**config.mk**
```make
export PLATFORM = sky130hd
export DESIGN_NAME = lru_pack_handle_cache_unit_flat
export DESIGN_NICKNAME = d
export VERILOG_FILES = /design/src/sv/lpc_pkg.sv /design/src/sv/lpc_if.sv /design/src/sv/lpc_table.sv /design/src/sv/lpc_ctrl.sv /design/src/sv/lru_pack_handle_cache_unit.sv /design/src/flat_wrapper.sv
export SDC_FILE = /design/constraint.sdc
export NUM_CORES = 1
export LEC_CHECK = 0
export ABC_AREA = 1
export BUFFER_PORTS_ARGS = -buffer_cell sky130_fd_sc_hd__buf_2
export CAP_MARGIN = 10
export CELL_PAD_IN_SITES_DETAIL_PLACEMENT = 1
export CELL_PAD_IN_SITES_GLOBAL_PLACEMENT = 2
export CORE_MARGIN = 4
export CORE_UTILIZATION = 39
export CTS_BUF_LIST = sky130_fd_sc_hd__clkbuf_4 sky130_fd_sc_hd__clkbuf_8 sky130_fd_sc_hd__clkbuf_16
export DETAILED_ROUTE_END_ITERATION = 10
export PLACE_DENSITY_LB_ADDON = 0.2
export SYNTH_ARGS = -nofsm -noshare
export SYNTH_HDL_FRONTEND = slang
export SYNTH_SLANG_ARGS = --single-unit
```
**constraint.sdc**
```tcl
create_clock -name clk -period 4.4 [get_ports clk]
set_clock_uncertainty 0.2 [all_clocks]
set_input_delay 0.44 -clock clk [delete_from_list [all_inputs] [get_ports clk]]
set_output_delay 0.44 -clock clk [all_outputs]
set_load 0.05 [all_outputs]
```
**src/sv/lpc_pkg.sv**
```systemverilog
// shared types and constants for the pack handle cache
// no dependencies
package lpc_pkg;

  localparam int ENTRIES_DEF = 8;
  localparam int SLOT_W      = 3;
  localparam int DETAIL_W    = 2;
  localparam int BLOCK_W     = 16;
  localparam int TICK_W      = 32;

  typedef enum logic {
    REQ_LOOKUP = 1'b0,
    REQ_FLUSH  = 1'b1
  } req_type_t;

  typedef enum logic [2:0] {
    ST_HIT     = 3'd0,
    ST_FILL    = 3'd1,
    ST_REPLACE = 3'd2,
    ST_FAIL    = 3'd3,
    ST_FLUSH   = 3'd4
  } status_t;

  typedef enum logic [1:0] {
    S_IDLE,
    S_SEARCH,
    S_SCAN,
    S_RESULT
  } state_t;

  typedef struct packed {
    logic [DETAIL_W-1:0] detail;
    logic [BLOCK_W-1:0]  block;
    logic [TICK_W-1:0]   tick;
  } entry_t;

  typedef struct packed {
    status_t             status;
    logic [SLOT_W-1:0]   slot;
    logic [DETAIL_W-1:0] ev_detail;
    logic [BLOCK_W-1:0]  ev_block;
  } result_t;

endpackage

```
**src/sv/lpc_if.sv**
```systemverilog
// valid/ready channels for requests and results of the pack handle cache
// depends on lpc_pkg
interface lpc_req_if import lpc_pkg::*; ();
  logic                valid;
  logic                ready;
  req_type_t           req_type;
  logic [DETAIL_W-1:0] detail_level;
  logic [BLOCK_W-1:0]  block_index;
  logic [TICK_W-1:0]   tick_time;
  logic                open_ok;

  modport source (output valid, req_type, detail_level, block_index, tick_time, open_ok,
                  input ready);
  modport sink   (input valid, req_type, detail_level, block_index, tick_time, open_ok,
                  output ready);
endinterface

interface lpc_rsp_if import lpc_pkg::*; ();
  logic                valid;
  logic                ready;
  status_t             status;
  logic [SLOT_W-1:0]   slot;
  logic [DETAIL_W-1:0] evicted_detail;
  logic [BLOCK_W-1:0]  evicted_block;

  modport source (output valid, status, slot, evicted_detail, evicted_block,
                  input ready);
  modport sink   (input valid, status, slot, evicted_detail, evicted_block,
                  output ready);
endinterface

```
**src/sv/lpc_table.sv**
```systemverilog
// entry store of the pack handle cache: one write port, one registered read port
// depends on lpc_pkg
module lpc_table import lpc_pkg::*; #(
  parameter int  ENTRIES = ENTRIES_DEF,
  localparam int AW      = $clog2(ENTRIES)
) (
  input  logic          clk,
  input  logic          wr_en,
  input  logic [AW-1:0] wr_addr,
  input  entry_t        wr_data,
  input  logic [AW-1:0] rd_addr,
  output entry_t        rd_data
);

  entry_t mem [ENTRIES];

  always_ff @(posedge clk) begin
    if (wr_en) begin
      mem[wr_addr] <= wr_data;
    end
  end

  always_ff @(posedge clk) begin
    rd_data <= mem[rd_addr];
  end

endmodule

```
**src/sv/lpc_ctrl.sv**
```systemverilog
// sequencer of the pack handle cache: key search, oldest-entry scan, result register
// depends on lpc_pkg and lpc_if; drives the lpc_table ports
module lpc_ctrl import lpc_pkg::*; #(
  parameter int  ENTRIES = ENTRIES_DEF,
  localparam int AW      = $clog2(ENTRIES),
  localparam int CW      = $clog2(ENTRIES + 1)
) (
  input  logic          clk,
  input  logic          rst,
  lpc_req_if.sink       req,
  lpc_rsp_if.source     rsp,
  output logic          wr_en,
  output logic [AW-1:0] wr_addr,
  output entry_t        wr_data,
  output logic [AW-1:0] rd_addr,
  input  entry_t        rd_data
);

  state_t              state, state_next;
  logic [DETAIL_W-1:0] key_detail;
  logic [BLOCK_W-1:0]  key_block;
  logic [TICK_W-1:0]   key_tick;
  logic                key_ok;
  logic [CW-1:0]       fill_count;
  logic [CW-1:0]       idx;
  logic [AW-1:0]       cmp_idx;
  logic                cmp_live;
  logic [AW-1:0]       best_idx;
  logic [TICK_W-1:0]   best_time;
  logic [DETAIL_W-1:0] best_detail;
  logic [BLOCK_W-1:0]  best_block;
  result_t             res;
  result_t             out_res;
  logic                out_valid;

  logic accept, out_free, issue, full, key_match, walk_done, older;

  assign accept    = req.valid && req.ready;
  assign out_free  = !out_valid || rsp.ready;
  assign issue     = idx < fill_count;
  assign full      = fill_count == CW'(ENTRIES);
  assign key_match = cmp_live && rd_data.detail == key_detail && rd_data.block == key_block;
  // the read is registered, so the walk ends once the last issued entry has been compared
  assign walk_done = !cmp_live && !issue;
  // first entry seeds the minimum, ties keep the lower slot
  assign older     = cmp_live && (cmp_idx == '0 || rd_data.tick < best_time);

  always_comb begin
    state_next = state;
    case (state)
      S_IDLE: begin
        if (accept) begin
          state_next = (req.req_type == REQ_FLUSH) ? S_RESULT : S_SEARCH;
        end
      end
      S_SEARCH: begin
        if (key_match) begin
          state_next = S_RESULT;
        end else if (walk_done) begin
          state_next = (key_ok && full) ? S_SCAN : S_RESULT;
        end
      end
      S_SCAN: begin
        if (walk_done) begin
          state_next = S_RESULT;
        end
      end
      S_RESULT: begin
        if (out_free) begin
          state_next = S_IDLE;
        end
      end
      default: state_next = S_IDLE;
    endcase
  end

  always_comb begin
    req.ready       = state == S_IDLE;
    rd_addr         = idx[AW-1:0];
    wr_en           = 1'b0;
    wr_addr         = cmp_idx;
    wr_data.detail  = key_detail;
    wr_data.block   = key_block;
    wr_data.tick    = key_tick;
    case (state)
      S_SEARCH: begin
        if (key_match) begin
          wr_en = 1'b1;
        end else if (walk_done && key_ok && !full) begin
          wr_en   = 1'b1;
          wr_addr = fill_count[AW-1:0];
        end
      end
      S_SCAN: begin
        if (walk_done) begin
          wr_en   = 1'b1;
          wr_addr = best_idx;
        end
      end
      default: wr_en = 1'b0;
    endcase
    rsp.valid          = out_valid;
    rsp.status         = out_res.status;
    rsp.slot           = out_res.slot;
    rsp.evicted_detail = out_res.ev_detail;
    rsp.evicted_block  = out_res.ev_block;
  end

  always_ff @(posedge clk) begin
    if (rst) begin
      state      <= S_IDLE;
      fill_count <= '0;
      cmp_live   <= 1'b0;
      out_valid  <= 1'b0;
    end else begin
      state <= state_next;
      if (out_valid && rsp.ready) begin
        out_valid <= 1'b0;
      end
      case (state)
        S_IDLE: begin
          if (accept) begin
            key_detail <= req.detail_level;
            key_block  <= req.block_index;
            key_tick   <= req.tick_time;
            key_ok     <= req.open_ok;
            idx        <= '0;
            cmp_live   <= 1'b0;
            if (req.req_type == REQ_FLUSH) begin
              fill_count <= '0;
              res        <= '{status: ST_FLUSH, slot: '0, ev_detail: '0, ev_block: '0};
            end
          end
        end
        S_SEARCH, S_SCAN: begin
          cmp_live <= issue;
          cmp_idx  <= idx[AW-1:0];
          if (issue) begin
            idx <= idx + CW'(1);
          end
          if (state == S_SEARCH) begin
            if (key_match) begin
              res <= '{status: ST_HIT, slot: SLOT_W'(cmp_idx), ev_detail: '0, ev_block: '0};
            end else if (walk_done) begin
              if (!key_ok) begin
                res <= '{status: ST_FAIL, slot: '0, ev_detail: '0, ev_block: '0};
              end else if (!full) begin
                res <= '{status: ST_FILL, slot: SLOT_W'(fill_count), ev_detail: '0,
                         ev_block: '0};
                fill_count <= fill_count + CW'(1);
              end else begin
                idx      <= '0;
                cmp_live <= 1'b0;
              end
            end
          end else begin
            if (older) begin
              best_idx    <= cmp_idx;
              best_time   <= rd_data.tick;
              best_detail <= rd_data.detail;
              best_block  <= rd_data.block;
            end
            if (walk_done) begin
              res <= '{status: ST_REPLACE, slot: SLOT_W'(best_idx), ev_detail: best_detail,
                       ev_block: best_block};
            end
          end
        end
        S_RESULT: begin
          if (out_free) begin
            out_res   <= res;
            out_valid <= 1'b1;
          end
        end
        default: cmp_live <= 1'b0;
      endcase
    end
  end

endmodule

```
**src/sv/lru_pack_handle_cache_unit.sv**
```systemverilog
// pack handle cache: one request at a time; a flush goes from accept to the result state;
// a lookup walks the filled slots in order and stops on a hit; a miss that may open on a
// full table then scans every slot and replaces the oldest entry; one table read per cycle sets
// the pace of each walk; ready is low from accept until the result is loaded into the output register
// synchronous reset empties the table (fill count zero) and clears the output valid flag
// depends on lpc_pkg, lpc_if, lpc_table, lpc_ctrl
module lru_pack_handle_cache_unit import lpc_pkg::*; #(
  parameter int  ENTRIES = ENTRIES_DEF,
  localparam int AW      = $clog2(ENTRIES)
) (
  input  logic      clk,
  input  logic      rst,
  lpc_req_if.sink   req,
  lpc_rsp_if.source rsp
);

  logic          wr_en;
  logic [AW-1:0] wr_addr;
  entry_t        wr_data;
  logic [AW-1:0] rd_addr;
  entry_t        rd_data;

  lpc_ctrl #(.ENTRIES(ENTRIES)) u_ctrl (
    .clk     (clk),
    .rst     (rst),
    .req     (req),
    .rsp     (rsp),
    .wr_en   (wr_en),
    .wr_addr (wr_addr),
    .wr_data (wr_data),
    .rd_addr (rd_addr),
    .rd_data (rd_data)
  );

  lpc_table #(.ENTRIES(ENTRIES)) u_table (
    .clk     (clk),
    .wr_en   (wr_en),
    .wr_addr (wr_addr),
    .wr_data (wr_data),
    .rd_addr (rd_addr),
    .rd_data (rd_data)
  );

endmodule

```
**src/flat_wrapper.sv**
```systemverilog
// flat-port wrapper written by rule: the top's interface ports become plain ports
module lru_pack_handle_cache_unit_flat import lpc_pkg::*;
#(
  parameter int  ENTRIES = ENTRIES_DEF,
  localparam int AW      = $clog2(ENTRIES)
)
  (clk, rst, req_valid, req_req_type, req_detail_level, req_block_index, req_tick_time, req_open_ok, req_ready, rsp_valid, rsp_status, rsp_slot, rsp_evicted_detail, rsp_evicted_block, rsp_ready);
  lpc_req_if req_i ();
  lpc_rsp_if rsp_i ();
  input  logic clk;
  input  logic rst;
  input wire logic [$bits(req_i.valid)-1:0] req_valid;
  input wire logic [$bits(req_i.req_type)-1:0] req_req_type;
  input wire logic [$bits(req_i.detail_level)-1:0] req_detail_level;
  input wire logic [$bits(req_i.block_index)-1:0] req_block_index;
  input wire logic [$bits(req_i.tick_time)-1:0] req_tick_time;
  input wire logic [$bits(req_i.open_ok)-1:0] req_open_ok;
  output wire logic [$bits(req_i.ready)-1:0] req_ready;
  output wire logic [$bits(rsp_i.valid)-1:0] rsp_valid;
  output wire logic [$bits(rsp_i.status)-1:0] rsp_status;
  output wire logic [$bits(rsp_i.slot)-1:0] rsp_slot;
  output wire logic [$bits(rsp_i.evicted_detail)-1:0] rsp_evicted_detail;
  output wire logic [$bits(rsp_i.evicted_block)-1:0] rsp_evicted_block;
  input wire logic [$bits(rsp_i.ready)-1:0] rsp_ready;
  assign req_i.valid = req_valid;
  assign req_i.req_type = req_req_type;
  assign req_i.detail_level = req_detail_level;
  assign req_i.block_index = req_block_index;
  assign req_i.tick_time = req_tick_time;
  assign req_i.open_ok = req_open_ok;
  assign req_ready = req_i.ready;
  assign rsp_valid = rsp_i.valid;
  assign rsp_status = rsp_i.status;
  assign rsp_slot = rsp_i.slot;
  assign rsp_evicted_detail = rsp_i.evicted_detail;
  assign rsp_evicted_block = rsp_i.evicted_block;
  assign rsp_i.ready = rsp_ready;
  lru_pack_handle_cache_unit #(.ENTRIES(ENTRIES)) u_core (.clk(clk), .rst(rst), .req(req_i), .rsp(rsp_i));
endmodule
```
### Yosys cells after proc, flatten, opt, wreduce, memory -nomap -nowiden

Memory sizes are Yosys's and may differ from the RTL's. A register that Yosys moved wholly into a read port is not among the register bits.
Cells that the tools add are included.

* $add $sub $neg: 2
* magnitude comparators: 2
* equality and inequality tests: 19
* multiplexer cells: 53
* bitwise operators: 2
* reductions and logical operators: 28

Operator list (number)
* $mux W24: 8
* $mux W4: 14
* $pmux W24 S2: 1
* $lt A32 B32 Y1: 1
* $eq A16 B16 Y1: 1
* $ne A2 B2 Y1 const B: 8
* $pmux W4 S2: 2
* $mux W1: 15
* $mux W2: 6
* $logic_and A1 B1 Y1: 9
* $mux W3: 3
* $ne A3 B3 Y1 const B: 3
* $reduce_and A3 Y1: 3
* $add A4 B1 Y4 const B: 2
* $pmux W2 S4: 1
* $reduce_and A4 Y1: 2
* $reduce_and A8 Y1: 1
* $reduce_and A7 Y1: 1
* $pmux W3 S2: 1
* $ne A5 B5 Y1 const B: 1
* $eq A2 B2 Y1 const B: 2
* $eq A4 B4 Y1 const B: 1
* $logic_not A1 Y1: 4
* $lt A4 B4 Y1: 1
* 11 further kinds: 15

* bits in registers: 167
* memory bits (writable): 400
* output and inout port bits: 26
* word-level logic and storage cells: 129
* memories: 1

Memories
* u_core.u_table.mem: depth 8, bits a word 50, read ports 1, clocked after Yosys merged registers in 1, wr ports 1, line lpc_table.sv:15 `entry_t mem [ENTRIES];`

### Longest topological paths before layout

* depth in word-level cells: 10
* gate-level depth with buffers: 14
* depth with buffers taken out: 14

### By module

Synthesis repeated with hierarchy kept, for this count alone.

* cell total of the unflattened synthesis: 2471
* area total of the unflattened synthesis: 26065.0 um2

By module, submodules not included
* lpc_table: times used 1, cells each 1796, area an instance 18491.5 um2
* lpc_ctrl: times used 1, cells each 675, area an instance 7573.5 um2

### Least setup slack after synthesis

Ideal clock, no wire load.

* kind: register to register
* start: register u_core.u_ctrl.state[0]
* end: register u_core.u_ctrl.best_block[0], enable pin
* data arrival time: 3.883 ns
* required time: 3.719 ns
* path slack: -0.165 ns
* stages on the path, launching flop included: 7
* buffers on the path: 0
* cell sequence: dfxtp_1 inv_1 ha_1 inv_2 nor2_1 nand3_1 a21oi_1

* longest elaborated chain between the ends: 3

Ends and longest elaborated chain
* from (decl): line lpc_ctrl.sv:19 `state_t state, state_next;`
* from (signal assigned): line lpc_ctrl.sv:116 `state <= state_next;`
* $eq A2 B1 Y1 or $eq A2 B2 Y1 (tied branches): line lpc_ctrl.sv:120, lpc_ctrl.sv:141
* $reduce_or A2 Y1 or $not A1 Y1 (tied branches)
* $reduce_and A4 Y1 (no source line) (*)
* to (signal assigned): line lpc_ctrl.sv:161 `best_block <= rd_data.block;`
* to (decl): line lpc_ctrl.sv:31 `logic [BLOCK_W-1:0] best_block;`

Mark *: on every way between the ends. The rest lies on a longest branch, timed or not.
A chain may end at the register's enable or synchronous reset.

### Worst setup path in the final report

* start: register u_core.u_ctrl.state[0]
* end: memory u_core.u_table.mem[2][10] (netlist name), enable pin

* longest elaborated chain between the ends: 4

Ends and longest elaborated chain
* $eq A2 B2 Y1 or $eq A2 B1 Y1 (tied branches): line lpc_ctrl.sv:85 `case (state)`
* $pmux W1 S2: line lpc_ctrl.sv:85
* $mux W1: line lpc_table.sv:18 `if (wr_en) begin`
* $mux W1 (implied by the code): line lpc_table.sv:19 `mem[wr_addr] <= wr_data;`
* to (decl): line lpc_table.sv:15

Parallel ways exist; a longest one is shown, timed or not.

==> metrics.md <==
| Metric | Value |
|---|---|
| Slowest CP cell | nor2_4 |
| Setup CP Type | register to register |
| Mapped cell area | 23650 um^2 |
| Least-Margin Pin Slew | 1.053 ns |
| Worst Setup End Kind | register |
| PostCTS Resize Cnt | 0 |
| Arrival time worst endpoint | 3.66 ns |
| Largest net degree at the start of global routing | 204 |
| Cell taking the most area after synthesis | edfxtp_1 |
| Drt pass-1 iters | 5 |
| RSZ-0062 raised after global routing | false |
| Post-synth top area share | 0.7098 |
| Post-DP Area | 25140 um^2 |
| Synth Area per Inst | 12.98 um^2 |
| Crit-path max FO | 19 |
| WL final | 56920 um |
| Drt initial violations | 741 |
| Min-Delay Path Class | input port to register |
| XOR/XNOR share of the synthesized area | 0.002222 |
| Post-synthesis net count | 1920 |
| Peak Freq | 280.5 MHz |
| Share of cells above drive strength 1 | 0.1324 |
| Post-synthesis sequential area ratio | 0.7589 |
| Die W | 254.3 um |
| GPL Wtd Cong | 0.7661 |
| # diodes | 0 |
| Core ar. | 60250 um^2 |
| Cells after Synth | 1822 |
| Most common cell after layout, fill and taps aside | edfxtp_1 |
| DRT antenna net count | 0 |
| Num ports | 82 |
| # nets final | 2073 |
| Layout Utilization | 0.4653 |
| Placement Setup Slack | 0.8165 ns |
| CTS Buf Count | 69 |
| Total clock sinks | 617 |
| Main combinational cell family by area after synthesis | simple AND/OR/NAND/NOR gates |
| Die area | 64650 um^2 |
| Number of global-route vias before repair | 14.87k |
| Crit path required time | 4.49 ns |
| Total Power | 0.01772 W |
| Max-slew violation count | 0 |
| Clk_lat worst skew | 0.60 ns |
| Longest Clk Path Bufs | 3 |
| Multiplexer share of the synthesized area | 0 |
| Top area cells in the synthesized netlist | edfxtp_1 71%, nor2_1 6.4%, dfxtp_1 4.9% |
| Initial antenna violation count | 1 |
| CP Launch Point | u_core.u_ctrl.state[0] |
| Relative slew slack | 0.2983 |
| FP Rows | 90 |
| Post-synthesis simple-gate area fraction | 0.1015 |
| Total track usage | 0.1766 |
| First-pass GRT wire length | 87860 um |
| Input/output buffers | 81 |
| Vias | 14.25k |
| Hold Vio Cnt, Final | 0 |
| # setup viols final | 0 |
| Ys Warns | 0 |
| Commonest cells after routing, fill and taps aside | 559 x edfxtp_1, 395 x nor2_1, 210 x o21ai_0 |
| Startpoint Class | register |
| LEAKAGE | 10.06 nW |
| Setup bufs post-CTS | 0 |
| TritonCTS clock tree | built |
| Peak supply drop | 0.3752 mV |
| RR Startpoint | u_core.u_ctrl.state[0] |
| Minimum clock period | 3.564 ns |
| Post-DP HPWL | 32210 um |
| Reg clk slew, reported paths | 0.05 ns |
| Compound-gate portion of the synthesized area | 0.08264 |
| Final WS setup | 0.8355 ns |
| Synth unique cells | 36 |
| Pwr/cell area | 632.2 nW/um^2 |
| Synthesized flop and latch total | 617 |
| DR DRC count | 0 |
| Post-route clock period utilization | 0.8101 |
| Area Growth Syn to Fin | 18.52% |
| GRT overflow | 0 |
| Post-Synth Adder-Cell Area | 0.02222 |
| Initial core utilization | 0.3926 |
| Status | completed |
| Max-cap violations | 0 |
| Die Ht | 254.3 um |
| CP max stage delay | 0.78 ns |
| CTS HTree Levels | 3 |
| Cell Chain, Critical Path | inv_1 > ha_1 > inv_2 > nor2_1 > nand3_1 > nor2_4 > buf_12 |
| Clock Tree Root | clkbuf_16 |
| Fin Setup TNS | 0 ns |
| Vias per inst | 5.066 |
| WL per Instance | 20.23 um |
| HP Start | req_req_type |
| Final Cell Area | 28030 um^2 |
[flip-flops by register name, summed over array words and instances, names as in the netlist, 4 cells and up]
name / flops
u_core.u_ctrl.idx: 4
u_core.u_table.mem: 400
u_core.u_ctrl.key_tick: 32
u_core.u_ctrl.best_block: 16
u_core.u_ctrl.best_time: 32
u_core.u_ctrl.key_block: 16
u_core.u_ctrl.rsp.evicted_block: 16
u_core.u_table.rd_data: 50
u_core.u_ctrl.fill_count: 4
u_core.u_ctrl.res: 24
[where the power goes]
part | total, W | switching [W] | internal (W)
Clock | 0.00584 | 0.00226 | 0.00357
Combinational | 0.00405 | 0.00285 | 0.00121
Sequential | 0.00783 | 0.000445 | 0.00739
Total | 0.0177 | 0.00556 | 0.0122
[kinds of logic after synthesis]
group,count (synthesis)
DFF,617
and+or+nand+nor,603
AOI/OAI and AO/OA,355
buffers and inverters,199
adders and majority gates,42
xor gates and xnor gates,6
[worst max-delay path, delay by kind of cell (launching register included)]
family | cells | cell delay [ns]
adders and majority gates | 1 | 0.66
buffers and inverters | 3 | 0.60
and+or+nand+nor | 3 | 1.36
DFF | 1 | 0.43
[through the flow]
step / hold slack (ns) / std cells
6_report: 0.09893 / 2813
5_1_grt: 0.1025 / 2813
4_1_cts: 0.05127 / 2813
3_5_place_dp: 0.2057 / 2632
3_3_place_gp: 0.2024 / 2632
2_1_floorplan: 0.2003 / 1822
[per-layer routing]
layer,global-route usage,wire length [um],part of all wire,vias up
met3,0.03131,1990,0.035,97
met5,0,12,0.00021,-
met4,0.05470,1603,0.028,2
li1,-,-,-,6767
met1,0.2424,25810,0.45,7146
met2,0.2900,27500,0.48,239
[cell usage after synthesis]
cell and n:
edfxtp_1 559, nor2_1 405, o21ai_0 210, nand2_1 143, inv_1 114, clkbuf_1 63
dfxtp_1 58, o22ai_1 51, a31oi_1 50, ha_1 42, a21oi_1 25, nand3_1 23
buf_2 13, a21oi_2 8, nand4_1 8, nor3_1 6, o21ai_1 6, xor2_1 5
nand2_2 4, nor2_2 4, buf_1 3, inv_2 3, buf_4 2, nand2_4 2
nand3_2 2, o21a_1 2, or2_2 2, a21oi_4 1, and2_1 1, clkinv_1 1
nand3_4 1, nand4_2 1, nor4_1 1, o211ai_1 1, o21bai_1 1, xnor2_1 1
[what timing repair did]
action | CTS | global route
endpoints found under the setup margin | 0 | 0
endpoints found under the hold margin | 57 | 0
hold buffers | 54 | 0
[area by class of cell]
type,count,area (um^2)
fillers,6125,32220
flip-flops and latches,617,17950
multi-input cells,1006,5019
clock buffers,99,2066
repair buffers,163,1294
well taps,782,978.4
inverters,118,446.7
clock inverters,28,279.0
[path summary, 6_finish.rpt]
check                                                            to  slack (ns)  depth (start not counted)
worst min-delay path                         u_core.u_ctrl.state[1]         0.1                          5
worst max-delay path                      u_core.u_table.mem[2][10]        0.84                          7
worst min register to register  u_core.u_ctrl.rsp.evicted_detail[0]        0.22                          0
worst max register to register            u_core.u_table.mem[2][10]        0.84                          7
Power figures use the tool's default switching activity.
